==> config.mk <==
export PLATFORM = sky130hd
export DESIGN_NAME = utf8_to_windows1252_transcoder
export DESIGN_NICKNAME = d
export VERILOG_FILES = /design/src/rtl/utw_pkg.sv /design/src/rtl/utw_ctrl.sv /design/src/rtl/utw_dp.sv /design/src/rtl/utf8_to_windows1252_transcoder.sv
export SDC_FILE = /design/constraint.sdc
export NUM_CORES = 1
export LEC_CHECK = 0
export BUFFER_PORTS_ARGS = -buffer_cell sky130_fd_sc_hd__buf_2
export CORE_MARGIN = 8
export CORE_UTILIZATION = 58
export CTS_BUF_LIST = sky130_fd_sc_hd__clkbuf_8
export DETAILED_ROUTE_END_ITERATION = 7
export PLACE_DENSITY = 0.79
export SLEW_MARGIN = 20
export SYNTH_ARGS = -nofsm -noshare
export SYNTH_HDL_FRONTEND = slang
export SYNTH_HIERARCHICAL = 1
export SYNTH_SLANG_ARGS = --single-unit
==> constraint.sdc <==
create_clock -name aclk -period 3.4 [get_ports aclk]
set_input_delay 0.68 -clock aclk [delete_from_list [all_inputs] [get_ports aclk]]
set_output_delay 0.68 -clock aclk [all_outputs]
set_load 0.03 [all_outputs]
==> src/rtl/utw_pkg.sv <==
package utw_pkg;

    localparam logic [7:0] QMARK = 8'h3F;

    typedef enum logic [1:0] {
        ST_IDLE,
        ST_FEED,
        ST_DRAIN
    } utw_state_t;

    typedef struct packed {
        logic load;
        logic step;
        logic pop;
    } utw_cmd_t;

    typedef struct packed {
        logic enable;
        logic step_done;
        logic step_has_res;
        logic res_empty;
        logic res_one;
    } utw_sts_t;

    function automatic logic is_cont(input logic [7:0] b);
        logic r;
        r = (b[7:6] == 2'b10);
        return r;
    endfunction

    function automatic logic [7:0] map_cp(input logic [20:0] cp);
        logic [7:0] r;
        if (cp < 21'h80 || (cp >= 21'hA0 && cp <= 21'hFF)) begin
            r = cp[7:0];
        end else begin
            unique case (cp)
                21'h020AC: r = 8'h80;
                21'h0201A: r = 8'h82;
                21'h00192: r = 8'h83;
                21'h0201E: r = 8'h84;
                21'h02026: r = 8'h85;
                21'h02020: r = 8'h86;
                21'h02021: r = 8'h87;
                21'h002C6: r = 8'h88;
                21'h02030: r = 8'h89;
                21'h00160: r = 8'h8A;
                21'h02039: r = 8'h8B;
                21'h00152: r = 8'h8C;
                21'h0017D: r = 8'h8E;
                21'h02018: r = 8'h91;
                21'h02019: r = 8'h92;
                21'h0201C: r = 8'h93;
                21'h0201D: r = 8'h94;
                21'h02022: r = 8'h95;
                21'h02013: r = 8'h96;
                21'h02014: r = 8'h97;
                21'h002DC: r = 8'h98;
                21'h02122: r = 8'h99;
                21'h00161: r = 8'h9A;
                21'h0203A: r = 8'h9B;
                21'h00153: r = 8'h9C;
                21'h0017E: r = 8'h9E;
                21'h00178: r = 8'h9F;
                default:   r = QMARK;
            endcase
        end
        return r;
    endfunction

endpackage

==> src/rtl/utw_ctrl.sv <==
module utw_ctrl (
    input  logic              aclk,
    input  logic              aresetn,
    input  logic              s_tvalid,
    output logic              s_tready,
    output logic              m_tvalid,
    input  logic              m_tready,
    input  utw_pkg::utw_sts_t sts,
    output utw_pkg::utw_cmd_t cmd
);
    import utw_pkg::*;

    utw_state_t state_reg;
    utw_state_t state_next;

    always_ff @(posedge aclk) begin
        if (!aresetn) begin
            state_reg <= ST_IDLE;
        end else begin
            state_reg <= state_next;
        end
    end

    always_comb begin
        state_next = state_reg;
        cmd        = '0;
        s_tready   = 1'b0;
        m_tvalid   = 1'b0;
        unique case (state_reg)
            ST_IDLE: begin
                s_tready = 1'b1;
                if (s_tvalid) begin
                    cmd.load   = 1'b1;
                    state_next = sts.enable ? ST_FEED : ST_DRAIN;
                end
            end
            ST_FEED: begin
                cmd.step = 1'b1;
                if (sts.step_done) begin
                    state_next = sts.step_has_res ? ST_DRAIN : ST_IDLE;
                end
            end
            ST_DRAIN: begin
                m_tvalid = 1'b1;
                if (m_tready) begin
                    cmd.pop = 1'b1;
                    if (sts.res_one) begin
                        state_next = ST_IDLE;
                    end
                end
            end
            default: begin
                state_next = ST_IDLE;
            end
        endcase
    end

    a_drain_has_res: assert property (@(posedge aclk) disable iff (!aresetn)
        state_reg == ST_DRAIN |-> !sts.res_empty)
        else $error("drain with empty result buffer");

    a_load_enabled_feeds: assert property (@(posedge aclk) disable iff (!aresetn)
        state_reg == ST_IDLE && s_tvalid && sts.enable |=> state_reg == ST_FEED)
        else $error("enabled beat not fed");

endmodule

==> src/rtl/utw_dp.sv <==
module utw_dp (
    input  logic              aclk,
    input  logic              aresetn,
    input  utw_pkg::utw_cmd_t cmd,
    output utw_pkg::utw_sts_t sts,
    input  logic [7:0]        in_byte,
    input  logic              in_last,
    input  logic              cfg_valid,
    input  logic              cfg_data,
    output logic [7:0]        out_byte,
    output logic              out_run_last,
    output logic              out_str_end
);
    import utw_pkg::*;

    logic [7:0] pb_reg [3];
    logic [7:0] pb_next [3];
    logic [1:0] pcnt_reg, pcnt_next;
    logic [1:0] pexp_reg, pexp_next;
    logic [7:0] q_reg [3];
    logic [7:0] q_next [3];
    logic [1:0] qcnt_reg, qcnt_next;
    logic       last_reg, last_next;
    logic [7:0] res_reg [4];
    logic [7:0] res_next [4];
    logic [2:0] rcnt_reg, rcnt_next;
    logic       en_reg;

    logic [7:0] s_pb [3];
    logic [1:0] s_pcnt, s_pexp;
    logic [7:0] s_q [3];
    logic [1:0] s_qcnt;
    logic [7:0] s_res [4];
    logic [2:0] s_rcnt;
    logic       emit_v;
    logic [7:0] emit_b;
    logic [7:0] cur;
    logic [7:0] c1, c2;
    logic [20:0] cp;
    logic       good;
    logic [2:0] replay_cnt;

    assign cur = q_reg[0];
    assign c1  = (pcnt_reg >= 2'd2) ? pb_reg[1] : cur;
    assign c2  = (pcnt_reg == 2'd3) ? pb_reg[2] : cur;
    assign replay_cnt = {1'b0, pcnt_reg} + {1'b0, qcnt_reg} - 3'd1;

    always_comb begin
        unique case (pexp_reg)
            2'd1: begin
                cp   = {10'd0, pb_reg[0][4:0], c1[5:0]};
                good = is_cont(c1);
            end
            2'd2: begin
                cp   = {5'd0, pb_reg[0][3:0], c1[5:0], c2[5:0]};
                good = is_cont(c1) && is_cont(c2);
            end
            2'd3: begin
                cp   = {pb_reg[0][2:0], c1[5:0], c2[5:0], cur[5:0]};
                good = is_cont(c1) && is_cont(c2) && is_cont(cur);
            end
            default: begin
                cp   = '0;
                good = 1'b0;
            end
        endcase
    end

    // one feed of the queue head
    always_comb begin
        s_pb   = pb_reg;
        s_pcnt = pcnt_reg;
        s_pexp = pexp_reg;
        s_q[0] = q_reg[1];
        s_q[1] = q_reg[2];
        s_q[2] = q_reg[2];
        s_qcnt = qcnt_reg - 2'd1;
        s_res  = res_reg;
        s_rcnt = rcnt_reg;
        emit_v = 1'b0;
        emit_b = QMARK;
        if (pcnt_reg == 2'd0) begin
            priority if (cur[7] == 1'b0) begin
                emit_v = 1'b1;
                emit_b = cur;
            end else if (cur[7:5] == 3'b110) begin
                s_pb[0] = cur;
                s_pcnt  = 2'd1;
                s_pexp  = 2'd1;
            end else if (cur[7:4] == 4'b1110) begin
                s_pb[0] = cur;
                s_pcnt  = 2'd1;
                s_pexp  = 2'd2;
            end else if (cur[7:3] == 5'b11110) begin
                s_pb[0] = cur;
                s_pcnt  = 2'd1;
                s_pexp  = 2'd3;
            end else begin
                emit_v = 1'b1;
            end
        end else if (pcnt_reg < pexp_reg && pcnt_reg < 2'd3) begin
            s_pb[pcnt_reg] = cur;
            s_pcnt         = pcnt_reg + 2'd1;
        end else begin
            s_pcnt = 2'd0;
            s_pexp = 2'd0;
            emit_v = 1'b1;
            if (good) begin
                emit_b = map_cp(cp);
            end else begin
                unique case (pcnt_reg)
                    2'd1: begin
                        s_q[0] = cur;
                        s_q[1] = q_reg[1];
                        s_q[2] = q_reg[2];
                    end
                    2'd2: begin
                        s_q[0] = pb_reg[1];
                        s_q[1] = cur;
                        s_q[2] = q_reg[1];
                    end
                    default: begin
                        s_q[0] = pb_reg[1];
                        s_q[1] = pb_reg[2];
                        s_q[2] = cur;
                    end
                endcase
                s_qcnt = replay_cnt[1:0];
            end
        end
        // truncated string at the end of the beat
        if (s_qcnt == 2'd0 && last_reg) begin
            if (s_pcnt != 2'd0) begin
                emit_v = 1'b1;
                emit_b = QMARK;
            end
            s_pcnt = 2'd0;
            s_pexp = 2'd0;
        end
        if (emit_v && rcnt_reg < 3'd4) begin
            s_res[rcnt_reg[1:0]] = emit_b;
            s_rcnt               = rcnt_reg + 3'd1;
        end
    end

    always_comb begin
        pb_next   = pb_reg;
        pcnt_next = pcnt_reg;
        pexp_next = pexp_reg;
        q_next    = q_reg;
        qcnt_next = qcnt_reg;
        last_next = last_reg;
        res_next  = res_reg;
        rcnt_next = rcnt_reg;
        priority if (cmd.load) begin
            last_next = in_last;
            if (en_reg) begin
                q_next[0] = in_byte;
                qcnt_next = 2'd1;
                rcnt_next = 3'd0;
            end else begin
                pcnt_next   = 2'd0;
                pexp_next   = 2'd0;
                qcnt_next   = 2'd0;
                res_next[0] = in_byte;
                rcnt_next   = 3'd1;
            end
        end else if (cmd.step) begin
            pb_next   = s_pb;
            pcnt_next = s_pcnt;
            pexp_next = s_pexp;
            q_next    = s_q;
            qcnt_next = s_qcnt;
            res_next  = s_res;
            rcnt_next = s_rcnt;
        end else if (cmd.pop) begin
            res_next[0] = res_reg[1];
            res_next[1] = res_reg[2];
            res_next[2] = res_reg[3];
            rcnt_next   = rcnt_reg - 3'd1;
        end
    end

    always_ff @(posedge aclk) begin
        if (!aresetn) begin
            pcnt_reg <= 2'd0;
            pexp_reg <= 2'd0;
            qcnt_reg <= 2'd0;
            rcnt_reg <= 3'd0;
            last_reg <= 1'b0;
            en_reg   <= 1'b1;
        end else begin
            pcnt_reg <= pcnt_next;
            pexp_reg <= pexp_next;
            qcnt_reg <= qcnt_next;
            rcnt_reg <= rcnt_next;
            last_reg <= last_next;
            if (cfg_valid) begin
                en_reg <= cfg_data;
            end
        end
    end

    always_ff @(posedge aclk) begin
        pb_reg  <= pb_next;
        q_reg   <= q_next;
        res_reg <= res_next;
    end

    assign sts.enable       = en_reg;
    assign sts.step_done    = (s_qcnt == 2'd0);
    assign sts.step_has_res = (s_rcnt != 3'd0);
    assign sts.res_empty    = (rcnt_reg == 3'd0);
    assign sts.res_one      = (rcnt_reg == 3'd1);

    assign out_byte     = res_reg[0];
    assign out_run_last = (rcnt_reg == 3'd1);
    assign out_str_end  = (rcnt_reg == 3'd1) && last_reg;

    a_res_bound: assert property (@(posedge aclk) disable iff (!aresetn)
        rcnt_reg <= 3'd4)
        else $error("result buffer overrun");

    a_owed_bound: assert property (@(posedge aclk) disable iff (!aresetn)
        ({1'b0, pcnt_reg} + {1'b0, qcnt_reg}) <= 3'd4)
        else $error("pending and replay bytes exceed four");

    a_pend_vs_exp: assert property (@(posedge aclk) disable iff (!aresetn)
        pcnt_reg != 2'd0 |-> pcnt_reg <= pexp_reg)
        else $error("pending count beyond sequence length");

endmodule

==> src/rtl/utf8_to_windows1252_transcoder.sv <==
// UTF-8 to Windows-1252 transcoder.
// Input beats on s_*: one UTF-8 byte each, s_tlast marking the final byte of
// a string. Result beats on m_*: Windows-1252 bytes; m_tlast marks the final
// result caused by an input beat, m_tuser the final result of the string.
// An input beat may cause no result (lead or inner byte of a sequence) or
// up to four results (malformed sequences replayed byte by byte).
// cfg_valid/cfg_data write transcode_enable; cfg_ready is always high and
// writes are expected only while the block is idle. With the enable low,
// bytes pass unchanged and buffered bytes are dropped.
// Flow: the controller takes a beat, then feeds bytes one at a time through
// the single decode step (extra feeds only for replayed bytes), then offers
// the result beats in turn. A pass-through byte skips the decode step, and a
// buffered lead ends after the decode step with no result beat. The controller
// handles one beat at a time.
// A stalled m_tready holds the result and s_tready stays low until every
// result of the current beat is taken. Reset (aresetn low, synchronous)
// clears the buffered sequence and sets the enable to 1.
module utf8_to_windows1252_transcoder (
    input  logic       aclk,
    input  logic       aresetn,
    input  logic       s_tvalid,
    output logic       s_tready,
    input  logic [7:0] s_tdata,   // [7:0] in_byte
    input  logic       s_tlast,
    output logic       m_tvalid,
    input  logic       m_tready,
    output logic [7:0] m_tdata,   // [7:0] out_byte
    output logic       m_tlast,
    output logic       m_tuser,   // [0] end_of_string
    input  logic       cfg_valid,
    output logic       cfg_ready,
    input  logic       cfg_data
);
    import utw_pkg::*;

    utw_cmd_t cmd;
    utw_sts_t sts;

    assign cfg_ready = 1'b1;

    utw_ctrl u_ctrl (
        .aclk     (aclk),
        .aresetn  (aresetn),
        .s_tvalid (s_tvalid),
        .s_tready (s_tready),
        .m_tvalid (m_tvalid),
        .m_tready (m_tready),
        .sts      (sts),
        .cmd      (cmd)
    );

    utw_dp u_dp (
        .aclk         (aclk),
        .aresetn      (aresetn),
        .cmd          (cmd),
        .sts          (sts),
        .in_byte      (s_tdata),
        .in_last      (s_tlast),
        .cfg_valid    (cfg_valid),
        .cfg_data     (cfg_data),
        .out_byte     (m_tdata),
        .out_run_last (m_tlast),
        .out_str_end  (m_tuser)
    );

endmodule

==> flow_summary.toml <==
[pwr]
vdd_drop_max_uv = 366
power_density_nw_per_um2 = 398
leakage_nw = 3.09
finalPower_mw = 3.27

[cts]
cts_sinks = 90
cts_buffer_depth = 2
cts_made_buffers = 9
clk_latency_ns = 0.37
clk_pin_slew_ns = 0.10
cts_tree = "done"
htreeDepth = 3
cts-root-buf = "clkbuf_8"
hold_buffers = 0

[timing]
setup_ws_ns = -0.104
rsz0062_at_grt = "yes"
slew_viol_final = 0
hold_violations = 0
whs_ns = 0.519
fin_crit_sh_pct = 103
worstMarginPinSlew_ns = 0.789
fmax_mhz = 285
max_slew_margin_pct = 47.2
period_needed_ns = 3.50
setup_viol = 19
fin_skew_ns = 0.0173
fin_tns_setup_ns = -0.547

[floorplanning]
row_count = 38
dieArea_um2 = 14500
fp.dieW_um = 120
start_util_pct = 58.7
ioPinCount = 28
core_um2 = 10700
die_h_um = 120

[status]
run_status = "finished with violations"
violations = "setup timing"

[cells_and_area]
num-fill-cells = 729
most-common-layout-cells = "buf_4, edfxtp_1, nand2_1"
antenna_cells = 0
mostFrequentLayoutCell = "buf_4"
layout.nets = 819
drive_above_1_share_pct = 40.3
layout.cells.non_filler = 937
area_delta_synth_final_pct = 30.0
largest_reg_flops = 24

[place]
port_buffers = 26
place.gp.congestion = 0.939
dp_cells = 909
dp_hpwl_um = 15300

[drt]
wl_per_cell_um = 21.9
avgViaCountPerCell = 6.56
ant_nets = 0
wl_um = 20600
first_pass_iters = 5
vias = 6151
drc_errors = 0
drt_iter0_markers = 759

[logic_synthesis]
avgSynthCellArea_um2 = 9.64
synth.area.top_cells = "edfxtp_1, mux2_2, dfxtp_1"
seq_area_frac_synth_pct = 40.8
yosysTopAreaCell = "edfxtp_1"
synth_enable_flop_cells = 77
yosysWarnings = 6
synth_area_um2 = 6310
ys_seq_elements = 90
ys.flop_type = "edfxtp_1"
async_reset_ff_share_pct = 0
synth_top_area_share_pct = 36.7
synth_cells = 654
synth_fp_nets = 681
synth_cell_type_count = 93

[worst_setup_path]
crit_chain = "inv_1 -> a32oi_1 -> a21boi_4 -> buf_4 -> nand4_1 -> buf_4 -> a21oi_2 -> or4_4 -> nor4b_4 -> buf_6 -> buf_4 -> nor2_4 -> o311ai_2"
cp_common_cell = "buf_4"
end_kind = "register"
cp_num_buf_inv = 5
critical_path.top_delay_family = "simple AND/OR/NAND/NOR gates"
arrival_ns = 3.69
cp_max_fo = 10
crit_slowest_cell = "edfxtp_1"
critPathMaxStageDelay_ns = 0.63
critPathKind = "reg -> reg"
critPathLaunchType = "register"
required_ns = 3.59

[global_routing]
grt_start_max_net_pins = 23
antenna_found_initial = 0
grt_use_met2_pct = 46.9
top_usage_layer = "met2"
grt_util_all_layers_pct = 28.5
gr-usage-met3_pct = 4.38
grt_first_pass_wirelength_um = 32500
grt_remaining_overflow = 0
met1_usage_pct = 35.6
grt_pass1_vias = 6070

[job]
cap_viol_max_count = 0

[hold_path]
min_path_type = "in -> reg"
==> worst register-to-register path: stages, from the launching register on <==
cell,delay (ns)
edfxtp_1,0.63
inv_1,0.18
a32oi_1,0.53
a21boi_4,0.11
buf_4,0.16
nand4_1,0.13
buf_4,0.13
a21oi_2,0.03
or4_4,0.55
nor4b_4,0.24
buf_6,0.17
buf_4,0.15
nor2_4,0.06
o311ai_2,0.25
==> Yosys cell counts (all sizes together) (13+ instances only) <==
| cell type | count |
|---|---|
| clkbuf | 14 |
| a21oi | 33 |
| edfxtp | 77 |
| and2 | 13 |
| inv | 24 |
| nand3 | 15 |
| buf | 32 |
| mux2 | 25 |
| mux2i | 17 |
| nor2b | 13 |
| o21ai | 39 |
| nor2 | 57 |
| nor3 | 16 |
| nand2 | 61 |
| dfxtp | 13 |
==> worst paths after layout <==
path / depth (start not counted) / startpoint / slack [ns] / end
min: 2 / cfg_valid / 0.52 / u_dp/en_reg
min reg2reg: 1 / u_ctrl/state_reg[1] / 0.53 / u_ctrl/state_reg[0]
max reg2reg: 13 / u_dp/cur[0] / -0.10 / u_dp/res_reg[19]
max: 13 / u_dp/cur[0] / -0.10 / u_dp/res_reg[19]
==> routing by layer <==
layer  vias up  share of wire, %
met5         -                 0
met4         0               4.3
met3        73               8.2
met2       363                48
met1      2958                40
li1       2757                 -
==> power by group <==
group | internal [mW] | leakage [nW] | total (mW) | switching, mW
combinational | 0.459 | 2.19 | 1.08 | 0.620
clock | 0.437 | 0.115 | 0.837 | 0.400
sequential | 1.28 | 0.787 | 1.35 | 0.0640
==> logic make-up after synthesis <==
group	Yosys count	synth area share [%]
adder cells (fa/ha/maj)	12	2.38
AO/OA/AOI/OAI	191	22.5
buffers and inverters	70	5.56
multiplexers	42	7.16
AND/OR/NAND/NOR	245	21.2
flip-flops	90	40.8
XOR/XNOR	3	0.417
other	1	0.0595
==> per-stage QoR <==
step / instance area (um2) / setup WS, ns / utilization, %
floorplan: 6310 / 0.0317 / -
global placement: 7380 / -0.371 / 68.7
detailed placement: 7380 / -0.359 / 68.7
CTS: 7840 / -0.0579 / 72.9
global route: 8200 / -0.150 / 76.3
finish: 8200 / -0.104 / 76.3
==> what timing repair did <==
item / CTS / global route
setup endpoints to repair: 37 / 41
gates cloned: 0 / 0
gates resized for setup: 49 / 59
buffers inserted: 3 / 10
pin swaps: 15 / 19
==> cell type report <==
class | count | area [um2] | share of cell area, %
Multi-Input combinational cell | 494 | 3850 | 46.9
Sequential cell | 90 | 2580 | 31.5
Timing Repair Buffer | 173 | 1280 | 15.6
Tap cell | 140 | 175 | 2.14
Clock buffer | 10 | 138 | 1.68
Inverter | 24 | 90.1 | 1.10
Clock inverter | 6 | 88.8 | 1.08
(Power assumes the default switching activity.)
